===== src/sv/cpr_pkg.sv =====
// cpr_pkg: shared command and status types for the clock page replacement block
// used by the controller, the datapath and the top level; no dependencies
`timescale 1ns / 1ps
`default_nettype none

package cpr_pkg;

  // commands from controller to datapath
  typedef struct packed {
    logic start;         // capture the page of the accepted beat
    logic search;        // scan resident frames, one read per cycle
    logic sweep_step;    // clear reference bit under the hand, advance the hand
    logic vread;         // read the victim frame under the hand
    logic commit_hit;    // set reference bit of the matching frame, emit result
    logic commit_fill;   // write page into the next free frame, emit result
    logic commit_evict;  // replace the victim frame, emit result
  } cpr_cmd_t;

  // status from datapath to controller
  typedef struct packed {
    logic match;         // compared frame holds the page
    logic scan_done;     // every resident frame compared, no match
    logic full;          // all frames in use
    logic ref_at_hand;   // reference bit under the hand is set
    logic out_free;      // result register can take a new beat
  } cpr_status_t;

endpackage

`default_nettype wire


===== src/sv/cpr_if.sv =====
// cpr_in_if / cpr_out_if: valid/ready channels of the clock page replacement block
// depends on nothing; widths are set where the channels are instantiated
`timescale 1ns / 1ps
`default_nettype none

interface cpr_in_if #(
  parameter int PAGE_BITS = 20
) ();
  logic                 valid;
  logic                 ready;
  logic [PAGE_BITS-1:0] page_number;

  modport source (output valid, output page_number, input ready);
  modport sink   (input valid, input page_number, output ready);
endinterface

interface cpr_out_if #(
  parameter int PAGE_BITS = 20,
  parameter int IDX_W     = 3,
  parameter int CNT_W     = 4
) ();
  logic                 valid;
  logic                 ready;
  logic                 hit;
  logic                 evicted;
  logic [PAGE_BITS-1:0] victim_page;
  logic [IDX_W-1:0]     slot;
  logic [IDX_W-1:0]     hand_position;
  logic [CNT_W-1:0]     occupancy;

  modport source (output valid, output hit, output evicted, output victim_page,
                  output slot, output hand_position, output occupancy, input ready);
  modport sink   (input valid, input hit, input evicted, input victim_page,
                  input slot, input hand_position, input occupancy, output ready);
endinterface

`default_nettype wire


===== src/sv/cpr_ctrl.sv =====
// cpr_ctrl: state machine sequencing search, fill, sweep and eviction
// depends on cpr_pkg
`timescale 1ns / 1ps
`default_nettype none

module cpr_ctrl
  import cpr_pkg::*;
(
  input  wire logic        clk,
  input  wire logic        rst_n,
  input  wire logic        in_valid,
  output logic             in_ready,
  input  wire cpr_status_t sts,
  output cpr_cmd_t         cmd
);

  typedef enum logic [2:0] {
    ST_IDLE,
    ST_SEARCH,
    ST_HIT,
    ST_FILL,
    ST_SWEEP,
    ST_EVICT
  } state_t;

  state_t state_r, state_nxt;

  assign in_ready = (state_r == ST_IDLE);

  always_comb begin
    state_nxt = state_r;
    cmd       = '0;
    unique case (state_r)
      ST_IDLE: begin
        if (in_valid) begin
          cmd.start = 1'b1;
          state_nxt = ST_SEARCH;
        end
      end
      ST_SEARCH: begin
        cmd.search = 1'b1;
        if (sts.match) begin
          state_nxt = ST_HIT;
        end else if (sts.scan_done) begin
          state_nxt = sts.full ? ST_SWEEP : ST_FILL;
        end
      end
      ST_HIT: begin
        if (sts.out_free) begin
          cmd.commit_hit = 1'b1;
          state_nxt      = ST_IDLE;
        end
      end
      ST_FILL: begin
        if (sts.out_free) begin
          cmd.commit_fill = 1'b1;
          state_nxt       = ST_IDLE;
        end
      end
      ST_SWEEP: begin
        if (sts.ref_at_hand) begin
          cmd.sweep_step = 1'b1;
        end else begin
          cmd.vread = 1'b1;
          state_nxt = ST_EVICT;
        end
      end
      ST_EVICT: begin
        if (sts.out_free) begin
          cmd.commit_evict = 1'b1;
          state_nxt        = ST_IDLE;
        end
      end
      default: state_nxt = ST_IDLE;
    endcase
  end

  always_ff @(posedge clk) begin
    if (!rst_n) begin
      state_r <= ST_IDLE;
    end else begin
      state_r <= state_nxt;
    end
  end

endmodule

`default_nettype wire


===== src/sv/cpr_dp.sv =====
// cpr_dp: frame page memory, reference bits, clock hand, occupancy and result register
// depends on cpr_pkg
`timescale 1ns / 1ps
`default_nettype none

module cpr_dp
  import cpr_pkg::*;
#(
  parameter int FRAMES    = 8,
  parameter int PAGE_BITS = 20,
  parameter int IDX_W     = 3,
  parameter int CNT_W     = 4
) (
  input  wire logic                 clk,
  input  wire logic                 rst_n,
  input  wire logic [PAGE_BITS-1:0] in_page,
  input  wire cpr_cmd_t             cmd,
  output cpr_status_t               sts,
  input  wire logic                 out_ready,
  output logic                      out_valid,
  output logic                      out_hit,
  output logic                      out_evicted,
  output logic [PAGE_BITS-1:0]      out_victim,
  output logic [IDX_W-1:0]          out_slot,
  output logic [IDX_W-1:0]          out_hand,
  output logic [CNT_W-1:0]          out_occ
);

  localparam logic [CNT_W-1:0] FULL_CNT = CNT_W'(FRAMES);
  localparam logic [IDX_W-1:0] LAST_IDX = IDX_W'(FRAMES - 1);

  logic [PAGE_BITS-1:0] page_mem [FRAMES];

  logic [PAGE_BITS-1:0] page_r;
  logic [PAGE_BITS-1:0] rd_data_r;
  logic [CNT_W-1:0]     idx_r;
  logic [IDX_W-1:0]     cmp_idx_r;
  logic                 cmp_vld_r;
  logic [IDX_W-1:0]     hand_r;
  logic [CNT_W-1:0]     used_r;
  logic [FRAMES-1:0]    ref_r;
  logic                 out_valid_r;

  logic                 match;
  logic                 issue;
  logic                 rd_en;
  logic [IDX_W-1:0]     rd_addr;
  logic                 wr_en;
  logic [IDX_W-1:0]     wr_addr;
  logic [IDX_W-1:0]     used_idx;
  logic [IDX_W-1:0]     hand_inc;

  assign used_idx = used_r[IDX_W-1:0];
  assign hand_inc = (hand_r == LAST_IDX) ? '0 : hand_r + 1'b1;
  assign match    = cmp_vld_r && (rd_data_r == page_r);
  // stop issuing once a match shows so cmp_idx_r keeps the hit frame
  assign issue    = cmd.search && (idx_r != used_r) && !match;
  assign rd_en    = issue || cmd.vread;
  assign rd_addr  = cmd.vread ? hand_r : idx_r[IDX_W-1:0];
  assign wr_en    = cmd.commit_fill || cmd.commit_evict;
  assign wr_addr  = cmd.commit_fill ? used_idx : hand_r;

  assign sts.match       = match;
  assign sts.scan_done   = (idx_r == used_r) && !cmp_vld_r;
  assign sts.full        = (used_r == FULL_CNT);
  assign sts.ref_at_hand = ref_r[hand_r];
  assign sts.out_free    = !out_valid_r || out_ready;

  assign out_valid = out_valid_r;

  // page memory: one write port, one registered read port
  always_ff @(posedge clk) begin
    if (wr_en) begin
      page_mem[wr_addr] <= page_r;
    end
    if (rd_en) begin
      rd_data_r <= page_mem[rd_addr];
      cmp_idx_r <= rd_addr;
    end
  end

  always_ff @(posedge clk) begin
    if (cmd.start) begin
      page_r <= in_page;
    end
    if (cmd.commit_hit) begin
      out_hit     <= 1'b1;
      out_evicted <= 1'b0;
      out_victim  <= '0;
      out_slot    <= cmp_idx_r;
      out_hand    <= hand_r;
      out_occ     <= used_r;
    end else if (cmd.commit_fill) begin
      out_hit     <= 1'b0;
      out_evicted <= 1'b0;
      out_victim  <= '0;
      out_slot    <= used_idx;
      out_hand    <= hand_r;
      out_occ     <= used_r + 1'b1;
    end else if (cmd.commit_evict) begin
      out_hit     <= 1'b0;
      out_evicted <= 1'b1;
      out_victim  <= rd_data_r;
      out_slot    <= hand_r;
      out_hand    <= hand_r;
      out_occ     <= used_r;
    end
  end

  always_ff @(posedge clk) begin
    if (!rst_n) begin
      idx_r       <= '0;
      cmp_vld_r   <= 1'b0;
      hand_r      <= '0;
      used_r      <= '0;
      ref_r       <= '0;
      out_valid_r <= 1'b0;
    end else begin
      cmp_vld_r <= issue;
      if (cmd.start) begin
        idx_r <= '0;
      end else if (issue) begin
        idx_r <= idx_r + 1'b1;
      end
      if (cmd.sweep_step) begin
        ref_r[hand_r] <= 1'b0;
        hand_r        <= hand_inc;
      end
      if (cmd.commit_hit) begin
        ref_r[cmp_idx_r] <= 1'b1;
      end
      if (cmd.commit_fill) begin
        ref_r[used_idx] <= 1'b1;
        used_r          <= used_r + 1'b1;
      end
      if (cmd.commit_evict) begin
        ref_r[hand_r] <= 1'b1;
      end
      if (cmd.commit_hit || cmd.commit_fill || cmd.commit_evict) begin
        out_valid_r <= 1'b1;
      end else if (out_ready) begin
        out_valid_r <= 1'b0;
      end
    end
  end

endmodule

`default_nettype wire


===== src/sv/clock_page_replacement.sv =====
// clock_page_replacement: clock (second chance) page replacement over FRAMES frames
// depends on cpr_pkg, cpr_in_if / cpr_out_if, cpr_ctrl and cpr_dp
//
// usage
//   in_chan carries one page reference per beat; out_chan returns one result beat
//   per reference: hit, evicted, victim_page, slot, hand_position, occupancy
//   a beat moves when valid and ready are both high at a rising edge of clk
// flow
//   one reference is handled at a time; in_chan.ready is high only when idle
//   after the accept, the resident frames are compared one per cycle through
//   the page memory read port (a match ends it early)
//   hit or free-frame fill: committed into the result register once it is free
//   miss with all frames full: the hand sweeps one frame per cycle, clearing set
//   reference bits, until a clear bit is under the hand; the victim is then read
//   and the replacement committed once the result register is free
// reset
//   rst_n low (synchronous) clears reference bits, hand, occupancy and valids;
//   page memory is not cleared, only frames below occupancy are ever read
// stall
//   the result register holds while out_chan.ready is low; the next reference is
//   accepted and searched meanwhile and waits at its commit step for the register
`timescale 1ns / 1ps
`default_nettype none

module clock_page_replacement
  import cpr_pkg::*;
#(
  parameter int FRAMES    = 8,
  parameter int PAGE_BITS = 20
) (
  input wire logic  clk,
  input wire logic  rst_n,
  cpr_in_if.sink    in_chan,
  cpr_out_if.source out_chan
);

  localparam int IDX_W = $clog2(FRAMES);
  localparam int CNT_W = $clog2(FRAMES + 1);

  cpr_cmd_t    cmd;
  cpr_status_t sts;

  // sequencer: idle, search, then commit of hit / fill or sweep and evict
  cpr_ctrl u_ctrl (
    .clk      (clk),
    .rst_n    (rst_n),
    .in_valid (in_chan.valid),
    .in_ready (in_chan.ready),
    .sts      (sts),
    .cmd      (cmd)
  );

  // storage and result register
  cpr_dp #(
    .FRAMES    (FRAMES),
    .PAGE_BITS (PAGE_BITS),
    .IDX_W     (IDX_W),
    .CNT_W     (CNT_W)
  ) u_dp (
    .clk         (clk),
    .rst_n       (rst_n),
    .in_page     (in_chan.page_number),
    .cmd         (cmd),
    .sts         (sts),
    .out_ready   (out_chan.ready),
    .out_valid   (out_chan.valid),
    .out_hit     (out_chan.hit),
    .out_evicted (out_chan.evicted),
    .out_victim  (out_chan.victim_page),
    .out_slot    (out_chan.slot),
    .out_hand    (out_chan.hand_position),
    .out_occ     (out_chan.occupancy)
  );

  // occupancy never passes the frame count
  a_occ_bound: assert property (@(posedge clk) disable iff (!rst_n)
    out_chan.valid |-> (out_chan.occupancy <= CNT_W'(FRAMES)))
    else $error("occupancy above frame count");

  // a hit neither evicts nor names a victim
  a_hit_clean: assert property (@(posedge clk) disable iff (!rst_n)
    (out_chan.valid && out_chan.hit) |-> (!out_chan.evicted && out_chan.victim_page == '0))
    else $error("hit beat carries eviction");

  // eviction only with all frames in use, and the hand rests on the replaced frame
  a_evict_full: assert property (@(posedge clk) disable iff (!rst_n)
    (out_chan.valid && out_chan.evicted) |->
      (out_chan.occupancy == CNT_W'(FRAMES) && out_chan.slot == out_chan.hand_position))
    else $error("eviction with free frames or hand off victim");

  // one command at most per cycle from the sequencer
  a_one_cmd: assert property (@(posedge clk) disable iff (!rst_n)
    $onehot0(cmd))
    else $error("overlapping datapath commands");

endmodule

`default_nettype wire


===== src/flat_wrapper.sv =====
// flat-port wrapper written by rule: the top's interface ports become plain ports
module clock_page_replacement_flat import cpr_pkg::*;
#(
  parameter int FRAMES    = 8,
  parameter int PAGE_BITS = 20
)
  (clk, rst_n, in_chan_valid, in_chan_page_number, in_chan_ready, out_chan_valid, out_chan_hit, out_chan_evicted, out_chan_victim_page, out_chan_slot, out_chan_hand_position, out_chan_occupancy, out_chan_ready);
  cpr_in_if #(.PAGE_BITS(PAGE_BITS)) in_chan_i ();
  cpr_out_if #(.PAGE_BITS(PAGE_BITS), .IDX_W((3)), .CNT_W((4))) out_chan_i ();
  input wire logic clk;
  input wire logic rst_n;
  input wire logic [$bits(in_chan_i.valid)-1:0] in_chan_valid;
  input wire logic [$bits(in_chan_i.page_number)-1:0] in_chan_page_number;
  output wire logic [$bits(in_chan_i.ready)-1:0] in_chan_ready;
  output wire logic [$bits(out_chan_i.valid)-1:0] out_chan_valid;
  output wire logic [$bits(out_chan_i.hit)-1:0] out_chan_hit;
  output wire logic [$bits(out_chan_i.evicted)-1:0] out_chan_evicted;
  output wire logic [$bits(out_chan_i.victim_page)-1:0] out_chan_victim_page;
  output wire logic [$bits(out_chan_i.slot)-1:0] out_chan_slot;
  output wire logic [$bits(out_chan_i.hand_position)-1:0] out_chan_hand_position;
  output wire logic [$bits(out_chan_i.occupancy)-1:0] out_chan_occupancy;
  input wire logic [$bits(out_chan_i.ready)-1:0] out_chan_ready;
  assign in_chan_i.valid = in_chan_valid;
  assign in_chan_i.page_number = in_chan_page_number;
  assign in_chan_ready = in_chan_i.ready;
  assign out_chan_valid = out_chan_i.valid;
  assign out_chan_hit = out_chan_i.hit;
  assign out_chan_evicted = out_chan_i.evicted;
  assign out_chan_victim_page = out_chan_i.victim_page;
  assign out_chan_slot = out_chan_i.slot;
  assign out_chan_hand_position = out_chan_i.hand_position;
  assign out_chan_occupancy = out_chan_i.occupancy;
  assign out_chan_i.ready = out_chan_ready;
  clock_page_replacement #(.FRAMES(FRAMES), .PAGE_BITS(PAGE_BITS)) u_core (.clk(clk), .rst_n(rst_n), .in_chan(in_chan_i), .out_chan(out_chan_i));
endmodule

===== config.mk =====
export PLATFORM = sky130hd
export DESIGN_NAME = clock_page_replacement_flat
export DESIGN_NICKNAME = d
export VERILOG_FILES = /design/src/sv/cpr_pkg.sv /design/src/sv/cpr_if.sv /design/src/sv/cpr_ctrl.sv /design/src/sv/cpr_dp.sv /design/src/sv/clock_page_replacement.sv /design/src/flat_wrapper.sv
export SDC_FILE = /design/constraint.sdc
export NUM_CORES = 1
export LEC_CHECK = 0
export BUFFER_PORTS_ARGS = -buffer_cell sky130_fd_sc_hd__buf_4
export CAP_MARGIN = 20
export CORE_UTILIZATION = 30
export DETAILED_ROUTE_END_ITERATION = 12
export HOLD_SLACK_MARGIN = 0.12
export PLACE_DENSITY = 0.51
export RECOVER_POWER = 100
export SLEW_MARGIN = 20
export SYNTH_ARGS = -nofsm -noshare
export SYNTH_HDL_FRONTEND = slang
export SYNTH_SLANG_ARGS = --single-unit

===== constraint.sdc =====
create_clock -name clk -period 3.5 [get_ports clk]
set_input_delay 0.7 -clock clk [delete_from_list [all_inputs] [get_ports clk]]
set_output_delay 0.7 -clock clk [all_outputs]
set_load 0.05 [all_outputs]

==> impl_results.html <==
<table>
<tr><th>Metric</th><th>Value</th></tr>
<tr><th colspan="2">Run status</th></tr>
<tr><td>Result of the run</td><td>complete, no violations</td></tr>
<tr><th colspan="2">Clocking</th></tr>
<tr><td>Clock transition at the register clock pins on the worst setup and hold paths after CTS</td><td>0.06 ns</td></tr>
<tr><td>Number of setup buffers added after CTS</td><td>0</td></tr>
<tr><td>Clock sink count</td><td>259</td></tr>
<tr><td>Max H-tree Level</td><td>1</td></tr>
<tr><td>Count of cells resized by post-cts repair</td><td>0</td></tr>
<tr><td># hold bufs at CTS</td><td>0</td></tr>
<tr><td>Clock Latency Late Sink</td><td>0.58 ns</td></tr>
<tr><td>Number of buffers inserted during clock tree synthesis</td><td>30</td></tr>
<tr><td>CTS Root Cell</td><td>sky130_fd_sc_hd__clkbuf_16</td></tr>
<tr><td>CTS Buffer Depth</td><td>3</td></tr>
<tr><td>Clock tree from TritonCTS</td><td>done</td></tr>
<tr><th colspan="2">STA</th></tr>
<tr><td>Transition at the pin with the smallest max-transition slack</td><td>1.083 ns</td></tr>
<tr><td>Relative max-transition margin</td><td>27.67%</td></tr>
<tr><td>Top achievable clock speed</td><td>303.6 MHz</td></tr>
<tr><td>Number of hold violations in the final report</td><td>0</td></tr>
<tr><td>Final Cycle Share</td><td>between 90% and 100%</td></tr>
<tr><td>TNS Setup</td><td>0 ns</td></tr>
<tr><td>Fin. max-slew vios</td><td>0</td></tr>
<tr><td>Unrepaired setup endpoints after global routing</td><td>no</td></tr>
<tr><td>Worst Clk Skew</td><td>between 0.02 and 0.03 ns</td></tr>
<tr><td>Final setup fails</td><td>0</td></tr>
<tr><td>Minimum clock period</td><td>~3.3 ns</td></tr>
<tr><th colspan="2">Worst setup path</th></tr>
<tr><td>Internal reg-to-reg setup slack</td><td>between 0.2 and 0.25 ns</td></tr>
<tr><td>Worst Path Required</td><td>3.79 ns</td></tr>
<tr><td>Data arrival time of the critical path</td><td>3.58 ns</td></tr>
<tr><td>Startpoint of the most critical register-to-register path</td><td>u_core.u_dp.hand_r[0]</td></tr>
<tr><td>R2r worst-path depth</td><td>9</td></tr>
<tr><td>Critical Setup Path Class</td><td>flip-flop to flip-flop</td></tr>
<tr><td>Element type at the critical path end</td><td>flip-flop</td></tr>
<tr><td>Critical R2R Capture</td><td>u_core.u_dp.rd_data_r[8]</td></tr>
<tr><td>Crit path launch type</td><td>flip-flop</td></tr>
<tr><td>Crit path max fanout</td><td>18</td></tr>
<tr><th colspan="2">Place</th></tr>
<tr><td>Final GP Congestion</td><td>0.8134</td></tr>
<tr><td>Sum of net half-perimeters after detailed placement</td><td>26070 µm</td></tr>
<tr><td>Buffers on Ports</td><td>57</td></tr>
<tr><th colspan="2">Power</th></tr>
<tr><td>Switching power summed over all nets</td><td>1.809 mW</td></tr>
<tr><td>Seq pwr share</td><td>47.6%</td></tr>
<tr><td>Internal cell power</td><td>5.737 mW</td></tr>
<tr><td>IR Drop Worst-Case VDD</td><td>0.0004067 V</td></tr>
<tr><td>Power density normalized to cell area</td><td>492.6 nW/µm²</td></tr>
<tr><td>Relative contribution of the clock network to total power</td><td>~45%</td></tr>
<tr><td>Net switching fraction of the power</td><td>23.97%</td></tr>
<tr><td>Static leakage power</td><td>4.897 nW</td></tr>
<tr><td>Comb power frac</td><td>just under 8%</td></tr>
<tr><td>Overall power of the completed layout</td><td>7.547 mW</td></tr>
<tr><th colspan="2">Worst hold path</th></tr>
<tr><td>Start point of the worst min-delay path</td><td>in_chan_page_number[7]</td></tr>
<tr><td>Hold EP</td><td>u_core.u_dp.page_r[7]</td></tr>
<tr><td>Number of stages on the worst hold path</td><td>1</td></tr>
<tr><td>Worst Hold Class</td><td>primary input to flip-flop</td></tr>
<tr><th colspan="2">Final layout</th></tr>
<tr><td>NumNets Final</td><td>1292</td></tr>
<tr><td>Growth of design area from synthesis to finish</td><td>16.05%</td></tr>
<tr><td>Share of layout cells above drive strength 1</td><td>12.12%</td></tr>
<tr><th colspan="2">Synth</th></tr>
<tr><td>Post-synth net total</td><td>1261</td></tr>
<tr><td>Count of yosys warnings during synthesis</td><td>0</td></tr>
<tr><td>Number of distinct standard cells referenced by the synthesized netlist</td><td>67</td></tr>
<tr><td>Top FF cell, synth</td><td>sky130_fd_sc_hd__edfxtp_1</td></tr>
<tr><td>Summed instance area of the synthesized netlist</td><td>13200 µm²</td></tr>
<tr><td>Most used standard cell by instance count after synthesis</td><td>sky130_fd_sc_hd__nand2_1</td></tr>
<tr><td>Post-synthesis cell type with the largest combined area</td><td>sky130_fd_sc_hd__edfxtp_1</td></tr>
<tr><td>Top-area cell type share of the netlist area</td><td>between 40% and 50%</td></tr>
<tr><td>Post-synth ARST share</td><td>0%</td></tr>
<tr><td>Most instantiated cells after synthesis</td><td>sky130_fd_sc_hd__nand2_1, sky130_fd_sc_hd__edfxtp_1, sky130_fd_sc_hd__o22ai_1</td></tr>
<tr><td>Synthesis-stage register bit count</td><td>about 260</td></tr>
<tr><td>Avg Inst Size Synth</td><td>10.72 µm²</td></tr>
<tr><td>Post-Syn Instances</td><td>1232</td></tr>
<tr><td>Share of the yosys chip area belonging to registers</td><td>55.43%</td></tr>
<tr><td>Number of flops mapped to enable cells by yosys</td><td>213</td></tr>
<tr><td>Cell types with the largest area share after synthesis</td><td>sky130_fd_sc_hd__edfxtp_1, sky130_fd_sc_hd__dfxtp_1, sky130_fd_sc_hd__nand2_1, sky130_fd_sc_hd__o22ai_1, sky130_fd_sc_hd__a21oi_1</td></tr>
<tr><th colspan="2">GRT</th></tr>
<tr><td>GRT Residual Overflow</td><td>0</td></tr>
<tr><td>Initial antenna violation count</td><td>0</td></tr>
<tr><td>Wire length of the first global-routing pass</td><td>63700 µm</td></tr>
<tr><td>Largest net degree at the start of global routing</td><td>81</td></tr>
<tr><td>Via count of the first global-routing pass</td><td>10.24k</td></tr>
<tr><td>GRT Total Usage</td><td>18.97%</td></tr>
<tr><th colspan="2">Die</th></tr>
<tr><td>Number of rows in the core area</td><td>76</td></tr>
<tr><td>Total core area</td><td>43270 µm²</td></tr>
<tr><td>Die extent in y</td><td>211.8 µm</td></tr>
<tr><td>IO Count</td><td>58</td></tr>
<tr><td>X dimension of the die</td><td>211.8 µm</td></tr>
<tr><td>Initial core utilization</td><td>a little under a third</td></tr>
<tr><td>Die area</td><td>44850 µm²</td></tr>
<tr><th colspan="2">Routing</th></tr>
<tr><td>Total number of vias</td><td>approximately 11k</td></tr>
<tr><td>Initial drt markers</td><td>1200</td></tr>
<tr><td>Post-detailed-route via-to-cell ratio</td><td>5.799</td></tr>
<tr><td>Remaining routing DRC violations</td><td>0</td></tr>
<tr><td>Wire length after detailed routing</td><td>43440 µm</td></tr>
<tr><td>First-pass iteration count of the detailed router</td><td>5</td></tr>
<tr><td>ANT nets after route</td><td>0</td></tr>
<tr><td>Detailed-route wire length per cell</td><td>23.19 µm</td></tr>
<tr><th colspan="2">Flow run</th></tr>
<tr><td>Max-cap viol count</td><td>0</td></tr>
</table>
-- critical path: stages (launching register included) --
cell and delay [ns]:
sky130_fd_sc_hd__dfxtp_1 0.63, sky130_fd_sc_hd__mux2i_1 0.50, sky130_fd_sc_hd__o21ai_2 0.16, sky130_fd_sc_hd__buf_4 0.22, sky130_fd_sc_hd__buf_2 0.30, sky130_fd_sc_hd__nor2_4 0.33, sky130_fd_sc_hd__buf_4 0.37, sky130_fd_sc_hd__o22ai_1 0.13
sky130_fd_sc_hd__nor3_1 0.29, sky130_fd_sc_hd__a311oi_2 0.08
-- per-layer routing --
layer	vias to the layer above	GRT usage [%]	wire, µm
li1	4876	-	-
met1	5391	26.41	19390
met2	520	29.90	19640
met3	75	3.234	3393
met4	0	5.922	1017
met5	-	0	0
-- state kept, by name, summed over array words and instances (netlist names), 4 cells and up --
name / cells
u_core.u_dp.page_mem: 160
u_core.u_dp.ref_r: 8
u_core.u_dp.out_occ: 4
u_core.u_dp.out_victim: 20
u_core.u_dp.rd_data_r: 20
u_core.u_dp.page_r: 20
u_core.u_dp.used_r: 4
u_core.u_dp.idx_r: 4
-- cell type report --
| class | instances | area, µm² |
|---|---|---|
| diodes | 1 | 2.502 |
| inverters | 8 | 30.03 |
| clock buffers | 38 | 812.0 |
| well taps | 585 | 732.0 |
| fillers | 4263 | 27950 |
| flip-flops and latches | 259 | 7318 |
| multi-input cells | 851 | 5405 |
| clock inverters | 18 | 251.5 |
| repair buffers | 113 | 768.2 |
-- power by group through the flow --
stage               Sequential [mW]  Clock (mW)  Combinational (mW)
floorplan                      3.66           0               0.350
global placement               3.66           0               0.615
detailed placement             3.66           0               0.621
CTS                            3.59        3.43               0.622
global route                   3.60        3.54               0.626
finish                         3.59        3.37               0.584
-- cells in the final DEF, fill, tap and decap left out, drive strengths merged, types with 4 or more instances in the layout --
master / Yosys / layout
nand2: 220 / 220
edfxtp: 213 / 213
clkbuf: 76 / 108
o22ai: 100 / 100
a21oi: 70 / 70
dfxtp: 46 / 46
nor4: 45 / 45
nor2: 45 / 45
buf: 38 / 43
a221oi: 40 / 40
mux2i: 30 / 30
nand2b: 28 / 28
nor3: 28 / 28
xnor2: 23 / 23
o211ai: 22 / 22
a211oi: 20 / 20
a22o: 20 / 20
o22a: 20 / 20
a221o: 20 / 20
a311oi: 20 / 20
o21ai: 13 / 13
and2: 12 / 12
clkinv: 0 / 11
inv: 8 / 8
nand3: 6 / 6
nand4: 6 / 6
bufinv: 0 / 6
a31oi: 5 / 5
ha: 5 / 5
nor2b: 4 / 4
xor2: 4 / 4
or2: 4 / 4
o21a: 4 / 4
mux2: 4 / 4
-- per-stage QoR --
stage	utilization, %	cells	hold slack [ns]	area, µm²	worst slack (ns)
after floorplan	-	1232	0.4288	13200	0.4117
after global placement	33.47	1816	0.4457	14480	0.4231
after detailed placement	33.47	1816	0.4493	14480	0.3571
after CTS	35.93	1872	0.2688	15550	0.3371
after global routing	35.40	1872	0.2979	15320	0.08699
final	35.41	1873	0.3101	15320	0.2057
-- how the worst max path moves through the flow --
stage / start / slack (ns) / to
finish: u_core.u_dp.hand_r[0] / 0.21 / u_core.u_dp.rd_data_r[8]
CTS: u_core.u_dp.hand_r[0] / 0.34 / u_core.u_dp.rd_data_r[8]
global route: u_core.u_dp.hand_r[0] / 0.09 / u_core.u_dp.rd_data_r[8]
detailed placement: u_core.u_dp.hand_r[0] / 0.36 / u_core.u_dp.rd_data_r[8]
floorplan: out_chan_ready / 0.41 / u_core.u_dp.page_mem[2][0]
global placement: u_core.u_dp.hand_r[0] / 0.42 / u_core.u_dp.rd_data_r[11]
-- logic make-up after synthesis --
kind of cell    Yosys count  share of synthesized area (%)
simple gates            410                          14.56
compound gates          375                          21.11
flops                   259                          55.43
buf+inv                 122                          4.000
mux                      34                          2.644
xor+xnor                 27                          1.791
fa+ha+maj                 5                         0.4739
Note: power is estimated with default switching activity, not from simulation.
